$ cat src/sprc_pkg.sv
// Shared types, constants and helper functions of the shared page run coalescer.
`default_nettype none

package sprc_pkg;

    // Address and field geometry
    localparam int ADDR_BITS      = 48;
    localparam int PAGE_SHIFT_MIN = 12;
    localparam int IPA_W          = 48;
    localparam int OUT_W          = 48;
    localparam int ATTR_W         = 64;
    localparam int PAGES_W        = 36;
    localparam int COUNT_W        = 32;
    localparam int LEVEL_W        = 2;
    localparam int SHIFT_W        = 6;

    // Configuration port geometry and register indexes
    localparam int PADDR_W = 3;
    localparam int PDATA_W = 32;
    localparam logic REG_LOCK_ENABLE = 1'b0;

    // Request kinds
    localparam logic REQ_ENTRY  = 1'b0;
    localparam logic REQ_FINISH = 1'b1;

    // Address field of a leaf entry: bits ADDR_BITS-1 down to PAGE_SHIFT_MIN
    localparam logic [63:0] ADDR_MASK =
        ((64'd1 << ADDR_BITS) - 64'd1) & ~((64'd1 << PAGE_SHIFT_MIN) - 64'd1);
    localparam logic [63:0] ADDR_TOP = (64'd1 << ADDR_BITS) - 64'd1;

    // Execute-never and access-permission fields of the lock rewrite
    localparam int XN_SHIFT = 53;
    localparam int AP_SHIFT = 6;
    localparam logic [ATTR_W-1:0] LOCK_CLEAR = (64'h3 << XN_SHIFT) | (64'h3 << AP_SHIFT);
    localparam logic [ATTR_W-1:0] LOCK_SET   = (64'h2 << XN_SHIFT) | (64'h1 << AP_SHIFT);

    localparam logic [PAGES_W-1:0] PAGES_MAX = {PAGES_W{1'b1}};
    localparam logic [COUNT_W-1:0] COUNT_MAX = {COUNT_W{1'b1}};

    typedef struct packed {
        logic              req_type;
        logic [IPA_W-1:0]  entry_ipa;
        logic [LEVEL_W-1:0] entry_level;
        logic [OUT_W-1:0]  entry_out_addr;
        logic [ATTR_W-1:0] entry_attr;
        logic [63:0]       host_entry;
    } req_t;

    typedef struct packed {
        logic               run_valid;
        logic [PAGES_W-1:0] run_pages;
        logic [IPA_W-1:0]   run_ipa;
        logic [OUT_W-1:0]   run_out_addr;
        logic [ATTR_W-1:0]  run_attr;
        logic [63:0]        run_host_entry;
        logic [LEVEL_W-1:0] run_level;
        logic [COUNT_W-1:0] shared_total;
        logic               rewrite_valid;
        logic [ATTR_W-1:0]  rewritten_attr;
    } rsp_t;

    // Page size shift of a table level
    function automatic logic [SHIFT_W-1:0] level_shift(input logic [LEVEL_W-1:0] level);
        logic [SHIFT_W-1:0] sh;
        unique case (level)
            2'd0:    sh = 6'd39;
            2'd1:    sh = 6'd30;
            2'd2:    sh = 6'd21;
            default: sh = 6'd12;
        endcase
        return sh;
    endfunction

    // Largest page count whose span still fits below 2^ADDR_BITS
    function automatic logic [63:0] level_limit(input logic [LEVEL_W-1:0] level);
        logic [63:0] lim;
        unique case (level)
            2'd0:    lim = ADDR_TOP >> 39;
            2'd1:    lim = ADDR_TOP >> 30;
            2'd2:    lim = ADDR_TOP >> 21;
            default: lim = ADDR_TOP >> 12;
        endcase
        return lim;
    endfunction

endpackage

`default_nettype wire

$ cat src/sprc_cfg.sv
// Configuration register file: lock mode control.
`default_nettype none

module sprc_cfg (
    input  wire logic                        clk,
    input  wire logic                        rst_n,
    input  wire logic                        psel,
    input  wire logic                        penable,
    input  wire logic                        pwrite,
    input  wire logic [sprc_pkg::PADDR_W-1:0] paddr,
    input  wire logic [sprc_pkg::PDATA_W-1:0] pwdata,
    output logic      [sprc_pkg::PDATA_W-1:0] prdata,
    output logic                             pready,
    output logic                             lock_enable
);
    import sprc_pkg::*;

    logic reg_index;
    logic wr_en;
    logic lock_enable_reg;
    logic lock_enable_next;

    assign reg_index = paddr[PADDR_W-1];
    assign pready    = 1'b1;
    assign wr_en     = psel && penable && pwrite && pready;

    // Decode a write to the lock register
    always_comb
    begin
        lock_enable_next = lock_enable_reg;
        if (wr_en && (reg_index == REG_LOCK_ENABLE))
        begin
            lock_enable_next = pwdata[0];
        end
    end

    always_ff @(posedge clk or negedge rst_n)
    begin
        if (!rst_n)
        begin
            lock_enable_reg <= 1'b0;
        end
        else
        begin
            lock_enable_reg <= lock_enable_next;
        end
    end

    // Return the register value on reads
    always_comb
    begin
        prdata = '0;
        if (psel && (reg_index == REG_LOCK_ENABLE))
        begin
            prdata = {{(PDATA_W-1){1'b0}}, lock_enable_reg};
        end
    end

    assign lock_enable = lock_enable_reg;

endmodule

`default_nettype wire

$ cat src/sprc_merge.sv
// Open run state and the merge decision for one request item.
`default_nettype none

module sprc_merge (
    input  wire logic           clk,
    input  wire logic           rst_n,
    input  wire logic           lock_enable,
    input  wire logic           accept,
    input  wire sprc_pkg::req_t req,
    output sprc_pkg::rsp_t      rsp
);
    import sprc_pkg::*;

    logic [PAGES_W-1:0] open_pages_reg,      open_pages_next;
    logic [IPA_W-1:0]   open_ipa_reg,        open_ipa_next;
    logic [OUT_W-1:0]   open_out_addr_reg,   open_out_addr_next;
    logic [ATTR_W-1:0]  open_attr_reg,       open_attr_next;
    logic [63:0]        open_host_entry_reg, open_host_entry_next;
    logic [LEVEL_W-1:0] open_level_reg,      open_level_next;
    logic [COUNT_W-1:0] shared_count_reg,    shared_count_next;

    logic [OUT_W-1:0]   phys;
    logic [ATTR_W-1:0]  attr;
    logic [ATTR_W-1:0]  eff_attr;
    logic               shared;
    logic               run_open;
    logic [SHIFT_W-1:0] sh;
    logic [63:0]        expect_addr;
    logic               continues;

    // Mask the incoming entry down to its address and attribute parts
    assign phys     = req.entry_out_addr & ADDR_MASK[OUT_W-1:0];
    assign attr     = req.entry_attr & ~ADDR_MASK;
    assign shared   = |(req.host_entry & ADDR_MASK);
    assign eff_attr = lock_enable ? ((attr & ~LOCK_CLEAR) | LOCK_SET) : attr;
    assign run_open = (open_pages_reg != '0);

    // Check whether the entry extends the open run
    assign sh          = level_shift(req.entry_level);
    assign expect_addr = 64'(open_out_addr_reg) + (64'(open_pages_reg) << sh);
    assign continues   = (open_attr_reg == eff_attr)
                      && (open_level_reg == req.entry_level)
                      && (open_pages_reg != PAGES_MAX)
                      && (64'(open_pages_reg) <= level_limit(req.entry_level))
                      && (expect_addr == 64'(phys));

    // Next state and result of this item
    always_comb
    begin
        open_pages_next      = open_pages_reg;
        open_ipa_next        = open_ipa_reg;
        open_out_addr_next   = open_out_addr_reg;
        open_attr_next       = open_attr_reg;
        open_host_entry_next = open_host_entry_reg;
        open_level_next      = open_level_reg;
        shared_count_next    = shared_count_reg;
        rsp                  = '0;

        if (req.req_type == REQ_FINISH)
        begin
            // Flush the open run
            if (run_open)
            begin
                rsp.run_valid   = 1'b1;
                open_pages_next = '0;
            end
        end
        else if (phys != '0)
        begin
            if (shared)
            begin
                if (shared_count_reg != COUNT_MAX)
                begin
                    shared_count_next = shared_count_reg + 1'b1;
                end
                if (lock_enable)
                begin
                    rsp.rewrite_valid  = 1'b1;
                    rsp.rewritten_attr = eff_attr;
                end
                if (run_open && continues)
                begin
                    open_pages_next = open_pages_reg + 1'b1;
                end
                else
                begin
                    // Close any open run and start a new one
                    rsp.run_valid        = run_open;
                    open_pages_next      = PAGES_W'(1);
                    open_ipa_next        = req.entry_ipa;
                    open_out_addr_next   = phys;
                    open_attr_next       = eff_attr;
                    open_host_entry_next = req.host_entry;
                    open_level_next      = req.entry_level;
                end
            end
            else if (run_open)
            begin
                // Private page: close the open run
                rsp.run_valid   = 1'b1;
                open_pages_next = '0;
            end
        end

        if (rsp.run_valid)
        begin
            rsp.run_pages      = open_pages_reg;
            rsp.run_ipa        = open_ipa_reg;
            rsp.run_out_addr   = open_out_addr_reg;
            rsp.run_attr       = open_attr_reg;
            rsp.run_host_entry = open_host_entry_reg;
            rsp.run_level      = open_level_reg;
        end
        rsp.shared_total = shared_count_next;
    end

    // Run occupancy and shared count
    always_ff @(posedge clk or negedge rst_n)
    begin
        if (!rst_n)
        begin
            open_pages_reg   <= '0;
            shared_count_reg <= '0;
        end
        else if (accept)
        begin
            open_pages_reg   <= open_pages_next;
            shared_count_reg <= shared_count_next;
        end
    end

    // Run descriptor, only meaningful while a run is open
    always_ff @(posedge clk)
    begin
        if (accept)
        begin
            open_ipa_reg        <= open_ipa_next;
            open_out_addr_reg   <= open_out_addr_next;
            open_attr_reg       <= open_attr_next;
            open_host_entry_reg <= open_host_entry_next;
            open_level_reg      <= open_level_next;
        end
    end

endmodule

`default_nettype wire

$ cat src/sprc_outbuf.sv
// Two-entry result buffer: result register plus skid register.
`default_nettype none

module sprc_outbuf (
    input  wire logic           clk,
    input  wire logic           rst_n,
    input  wire logic           load,
    input  wire sprc_pkg::rsp_t load_data,
    output logic                load_ready,
    output logic                rsp_valid,
    input  wire logic           rsp_ready,
    output sprc_pkg::rsp_t      rsp
);
    import sprc_pkg::*;

    rsp_t out_reg,  out_next;
    rsp_t skid_reg, skid_next;
    logic out_valid_reg,  out_valid_next;
    logic skid_valid_reg, skid_valid_next;
    logic take;

    assign take       = out_valid_reg && rsp_ready;
    assign load_ready = !skid_valid_reg;

    // Advance the skid entry, then place the new item
    always_comb
    begin
        out_next        = out_reg;
        skid_next       = skid_reg;
        out_valid_next  = out_valid_reg;
        skid_valid_next = skid_valid_reg;

        if (take)
        begin
            if (skid_valid_reg)
            begin
                out_next        = skid_reg;
                out_valid_next  = 1'b1;
                skid_valid_next = 1'b0;
            end
            else
            begin
                out_valid_next = 1'b0;
            end
        end

        if (load)
        begin
            if (!out_valid_reg || take)
            begin
                out_next       = load_data;
                out_valid_next = 1'b1;
            end
            else
            begin
                skid_next       = load_data;
                skid_valid_next = 1'b1;
            end
        end
    end

    always_ff @(posedge clk or negedge rst_n)
    begin
        if (!rst_n)
        begin
            out_valid_reg  <= 1'b0;
            skid_valid_reg <= 1'b0;
        end
        else
        begin
            out_valid_reg  <= out_valid_next;
            skid_valid_reg <= skid_valid_next;
        end
    end

    always_ff @(posedge clk)
    begin
        out_reg  <= out_next;
        skid_reg <= skid_next;
    end

    assign rsp_valid = out_valid_reg;
    assign rsp       = out_reg;

endmodule

`default_nettype wire

$ cat src/shared_page_run_coalescer.sv
// Top level of the shared page run coalescer.
//
//  Channel  Handshake            Payload        Role
//  req      req_valid/req_ready  req (req_t)    leaf entry or finish item
//  rsp      rsp_valid/rsp_ready  rsp (rsp_t)    one result per request item
//  apb      psel/penable/pready  paddr/pwdata   lock_enable register
//
// One item is accepted per cycle while the skid register is empty; its result is registered before rsp_valid shows it.
// The merge compare and state update sit between the run registers and the result register.
// A skid register holds one extra result, so input stalls only when two results wait.
// Reset closes the open run, clears the shared count and lock mode.
`default_nettype none

module shared_page_run_coalescer (
    input  wire logic                         clk,
    input  wire logic                         rst_n,
    input  wire logic                         req_valid,
    output logic                              req_ready,
    input  wire sprc_pkg::req_t               req,
    output logic                              rsp_valid,
    input  wire logic                         rsp_ready,
    output sprc_pkg::rsp_t                    rsp,
    input  wire logic                         psel,
    input  wire logic                         penable,
    input  wire logic                         pwrite,
    input  wire logic [sprc_pkg::PADDR_W-1:0] paddr,
    input  wire logic [sprc_pkg::PDATA_W-1:0] pwdata,
    output logic      [sprc_pkg::PDATA_W-1:0] prdata,
    output logic                              pready
);
    import sprc_pkg::*;

    logic lock_enable;
    logic accept;
    rsp_t result;

    assign accept = req_valid && req_ready;

    // Configuration registers
    sprc_cfg u_cfg (
        .clk         (clk),
        .rst_n       (rst_n),
        .psel        (psel),
        .penable     (penable),
        .pwrite      (pwrite),
        .paddr       (paddr),
        .pwdata      (pwdata),
        .prdata      (prdata),
        .pready      (pready),
        .lock_enable (lock_enable)
    );

    // Run merge and counting
    sprc_merge u_merge (
        .clk         (clk),
        .rst_n       (rst_n),
        .lock_enable (lock_enable),
        .accept      (accept),
        .req         (req),
        .rsp         (result)
    );

    // Result buffering
    sprc_outbuf u_outbuf (
        .clk        (clk),
        .rst_n      (rst_n),
        .load       (accept),
        .load_data  (result),
        .load_ready (req_ready),
        .rsp_valid  (rsp_valid),
        .rsp_ready  (rsp_ready),
        .rsp        (rsp)
    );

endmodule

`default_nettype wire

$ cat config.mk
export PLATFORM = sky130hd
export DESIGN_NAME = shared_page_run_coalescer
export DESIGN_NICKNAME = d
export VERILOG_FILES = /design/src/sprc_pkg.sv /design/src/sprc_cfg.sv /design/src/sprc_merge.sv /design/src/sprc_outbuf.sv /design/src/shared_page_run_coalescer.sv
export SDC_FILE = /design/constraint.sdc
export NUM_CORES = 2
export LEC_CHECK = 0
export BUFFER_PORTS_ARGS = -buffer_cell sky130_fd_sc_hd__buf_4
export CAP_MARGIN = 20
export CORE_MARGIN = 1
export CORE_UTILIZATION = 30
export CTS_BUF_LIST = sky130_fd_sc_hd__clkbuf_8
export CTS_CLUSTER_DIAMETER = 30
export DETAILED_ROUTE_END_ITERATION = 7
export PLACE_DENSITY_LB_ADDON = 0.25
export SLEW_MARGIN = 40
export SYNTH_ARGS = -nofsm -noshare
export SYNTH_HDL_FRONTEND = slang
export SYNTH_HIERARCHICAL = 1
export SYNTH_SLANG_ARGS = --single-unit
$ cat constraint.sdc
create_clock -name clk -period 27.2 [get_ports clk]
set_input_delay 4.08 -clock clk [delete_from_list [all_inputs] [get_ports clk]]
set_output_delay 4.08 -clock clk [all_outputs]
set_load 0.005 [all_outputs]
==> results.yml <==
status:
  run_status: "completed"
logic_synthesis:
  synth_enable_flop_cells: 538
  synth.area.top_cells: "sky130_fd_sc_hd__edfxtp_1 34%, sky130_fd_sc_hd__dfxtp_1 15%, sky130_fd_sc_hd__mux2_4 10%"
  netlist_instances: 3609
  synthMostInstantiatedCell: "sky130_fd_sc_hd__edfxtp_1"
  mappedNetlistArea_mm2: 0.04730
  ys_dominant_reg_cell: "sky130_fd_sc_hd__edfxtp_1"
  synth-async-reset-ratio_pct: 7.327
  post_synth.cell_area_avg_um2: 13.10
  netlist_top_cells_count: "538 x sky130_fd_sc_hd__edfxtp_1, 425 x sky130_fd_sc_hd__mux2_2, 360 x sky130_fd_sc_hd__dfxtp_1, 320 x sky130_fd_sc_hd__mux2_4, 231 x sky130_fd_sc_hd__and2_1"
  count_of_different_cell_masters_after_synthesis: 93
  yosys_warnings: 6
  synth-seq-area-share_pct: 53.15
  synth_top_area_share_pct: 34.16
  cell_taking_the_most_area_after_synthesis: "sky130_fd_sc_hd__edfxtp_1"
  postSynthRegisterBits: 969
detailed_routing:
  wirelength_um: 143200
  drt-pass1-iter-count: 5
  via_per_inst: 4.718
  routed-via-count: 30854
  post_drt_wl_per_cell_um: 21.89
  antenna_violating_nets_left: 0
  drt_drc_violations_left: 0
  detailedRoute.firstIterationViolations: 1684
worst_setup_path:
  worst_setup_path_end_kind: "register"
  reg2regPathDepth: 23
  timing.critical_path.from: "req[176]"
  timing.rr.end: "u_outbuf/rsp[124]$_DFF_P_"
  maximum_fanout_count_along_the_critical_path: 55
  r2r_slack_ns: 19.00
  max_stage_delay_ns: 0.66
  path_class: "in -> reg"
  reg2reg_from: "u_merge/open_pages_reg[17]$_DFFE_PN0P_"
  cpMaxStageDelayCell: "sky130_fd_sc_hd__o21ba_2"
  end_of_the_critical_path: "u_outbuf/rsp[124]$_DFF_P_"
  crit_top_cell: "sky130_fd_sc_hd__buf_4"
  worst_path_required_time_ns: 28.01
  timing.critical_path.from_type: "input port"
  worst_ep_arrival_time_ns: 13.22
timing:
  period_needed_ns: 12.41
  hold_viol_final: 0
  fin_hold_ws_ns: 0.4945
  setup_viol: 0
  max-slew-margin-rel_pct: 38.51
  timing.setup.tns_ns: 0
  fmax_mhz: 80.59
  finalMaxSlewViolations: 0
  timing.final.crit_share_pct: 45.62
  tightestPinTransition_ns: 0.9168
  clock_skew_ns: 0.09950
  unrepaired_setup_endpoints_after_global_routing: "false"
worst_hold_path:
  hold_class: "reg -> reg"
die:
  chipWidth_um: 399.1
  io_pins: 664
  floorplan.initialDensity_pct: 30.24
  core_region_area_mm2: 0.1564
  die_h_um: 399.1
  core.rowCount: 145
  die_area_mm2: 0.1592
clock_network:
  clock_insertion_delay_worst_skew_ns: 0.99
  cts_made_buffers: 285
  worst_setup_hold_path_clk_slew_ns: 0.05
  cts_buffer_depth: 4
  cts-resized-gates: 0
  cts-hold-fix-buffers: 0
  post_cts.repair.setup_buffers: 0
  clock_tree_from_tritoncts: "done"
  cts_root_buffer: "sky130_fd_sc_hd__clkbuf_8"
  clock_sink_count: 969
  h-tree-depth: 5
flow_run:
  max_cap_violations: 0
power:
  power.leakage_nw: 23.73
  fin_total_pwr_mw: 6.208
  vdd_drop_max_v: 0.00006476
  p_per_cell_area_mw_per_mm2: 105.5
global_routing:
  grt_use_total_pct: 17.44
  via_count_of_the_first_global_routing_pass: 31166
  grt_pass1_wl_um: 207500
  antenna_found_initial: 9
  grt_start_max_net_pins: 126
  grt.overflow.total: 0
finish:
  post_route_cells_drive_above_1_share_pct: 40.67
  nets_final: 4605
  layout-area-overhead-vs-synth_pct: 24.41
  fill_cells: 15248
placement:
  globalplace.congestion: 0.9385
  sum_of_net_half_perimeters_after_detailed_placement_um: 99420
  port-buffer-count: 550
-- kinds of logic after synthesis --
| family | count (synthesis) | share of synthesized area [%] |
|---|---|---|
| AOI/OAI and AO/OA | 373 | 5.487 |
| xor gates and xnor gates | 152 | 2.815 |
| adders and majority gates | 71 | 1.894 |
| buffers and inverters | 378 | 4.833 |
| DFF | 969 | 53.15 |
| muxes | 820 | 22.19 |
| other | 3 | 0.02381 |
| and+or+nand+nor | 843 | 9.608 |
-- placed cells by master, fill, tap and decap left out, drive strengths merged, types with 71 or more instances in the layout --
cell type,n
clkbuf,335
xnor2,101
a21oi,72
and2,235
conb,118
dfrtp,71
edfxtp,538
mux2,746
buf,593
dfxtp,360
nor2,111
inv,96
nand2,169
-- stage by stage --
| stage | utilization, % | cell area (um^2) | cells | setup WS, ns |
|---|---|---|---|---|
| 4_1_cts | 37.58 | 58780 | 6531 | 14.74 |
| 6_report | 37.63 | 58840 | 6540 | 14.79 |
| 2_1_floorplan | - | 47730 | 3724 | 6.857 |
| 5_1_grt | 37.62 | 58830 | 6535 | 14.44 |
| 3_3_place_gp | 33.68 | 52670 | 6031 | 13.26 |
| 3_5_place_dp | 33.77 | 52810 | 6034 | 13.70 |
-- how the worst min path moves through the flow --
stage	depth (start not counted)	startpoint	end
floorplan	1	u_merge/shared_count_reg[20]$_DFFE_PN0P_	u_merge/shared_count_reg[20]$_DFFE_PN0P_
global route	1	u_merge/shared_count_reg[20]$_DFFE_PN0P_	u_merge/shared_count_reg[20]$_DFFE_PN0P_
global placement	1	u_merge/shared_count_reg[18]$_DFFE_PN0P_	u_merge/shared_count_reg[18]$_DFFE_PN0P_
finish	1	u_merge/open_host_entry_reg[37]$_DFFE_PP_	u_outbuf/skid_reg[136]$_DFFE_PP_
detailed placement	1	u_merge/shared_count_reg[20]$_DFFE_PN0P_	u_merge/shared_count_reg[20]$_DFFE_PN0P_
CTS	1	u_merge/open_host_entry_reg[37]$_DFFE_PP_	u_outbuf/skid_reg[136]$_DFFE_PP_
-- critical path, delay by kind of cell --
family | cells | cell delay (ns)
fa+ha+maj | 2 | 0.91
simple gates | 8 | 2.51
mux | 3 | 1.18
xor+xnor | 1 | 0.19
compound gates | 5 | 2.33
buf+inv | 6 | 1.90
-- power by group --
| part | internal [mW] | switching (mW) | total (mW) |
|---|---|---|---|
| sequential | 1.98 | 0.180 | 2.16 |
| combinational | 1.13 | 0.833 | 1.97 |
| clock | 1.34 | 0.750 | 2.09 |
| total | 4.44 | 1.76 | 6.21 |
-- metal layers --
metal / global-route usage (%) / share of wire, % / vias to the layer above
li1: - / - / 14512
met1: 22.52 / 44 / 15187
met2: 27.95 / 47 / 925
met3: 4.785 / 6.7 / 226
met4: 5.957 / 2.6 / 4
met5: 0 / 0.023 / -
-- cell type report --
| class | instances | area, um^2 | share of cell area (%) |
|---|---|---|---|
| diodes | 7 | 17.52 | 0.02977 |
| clock buffers | 334 | 4597 | 7.812 |
| clock inverters | 163 | 1373 | 2.333 |
| inverters | 38 | 142.6 | 0.2424 |
| multi-input cells | 2377 | 20380 | 34.64 |
| flip-flops and latches | 969 | 25140 | 42.73 |
| well taps | 2058 | 2575 | 4.376 |
| repair buffers | 594 | 4614 | 7.842 |
Note: power is estimated with default switching activity, not from simulation.
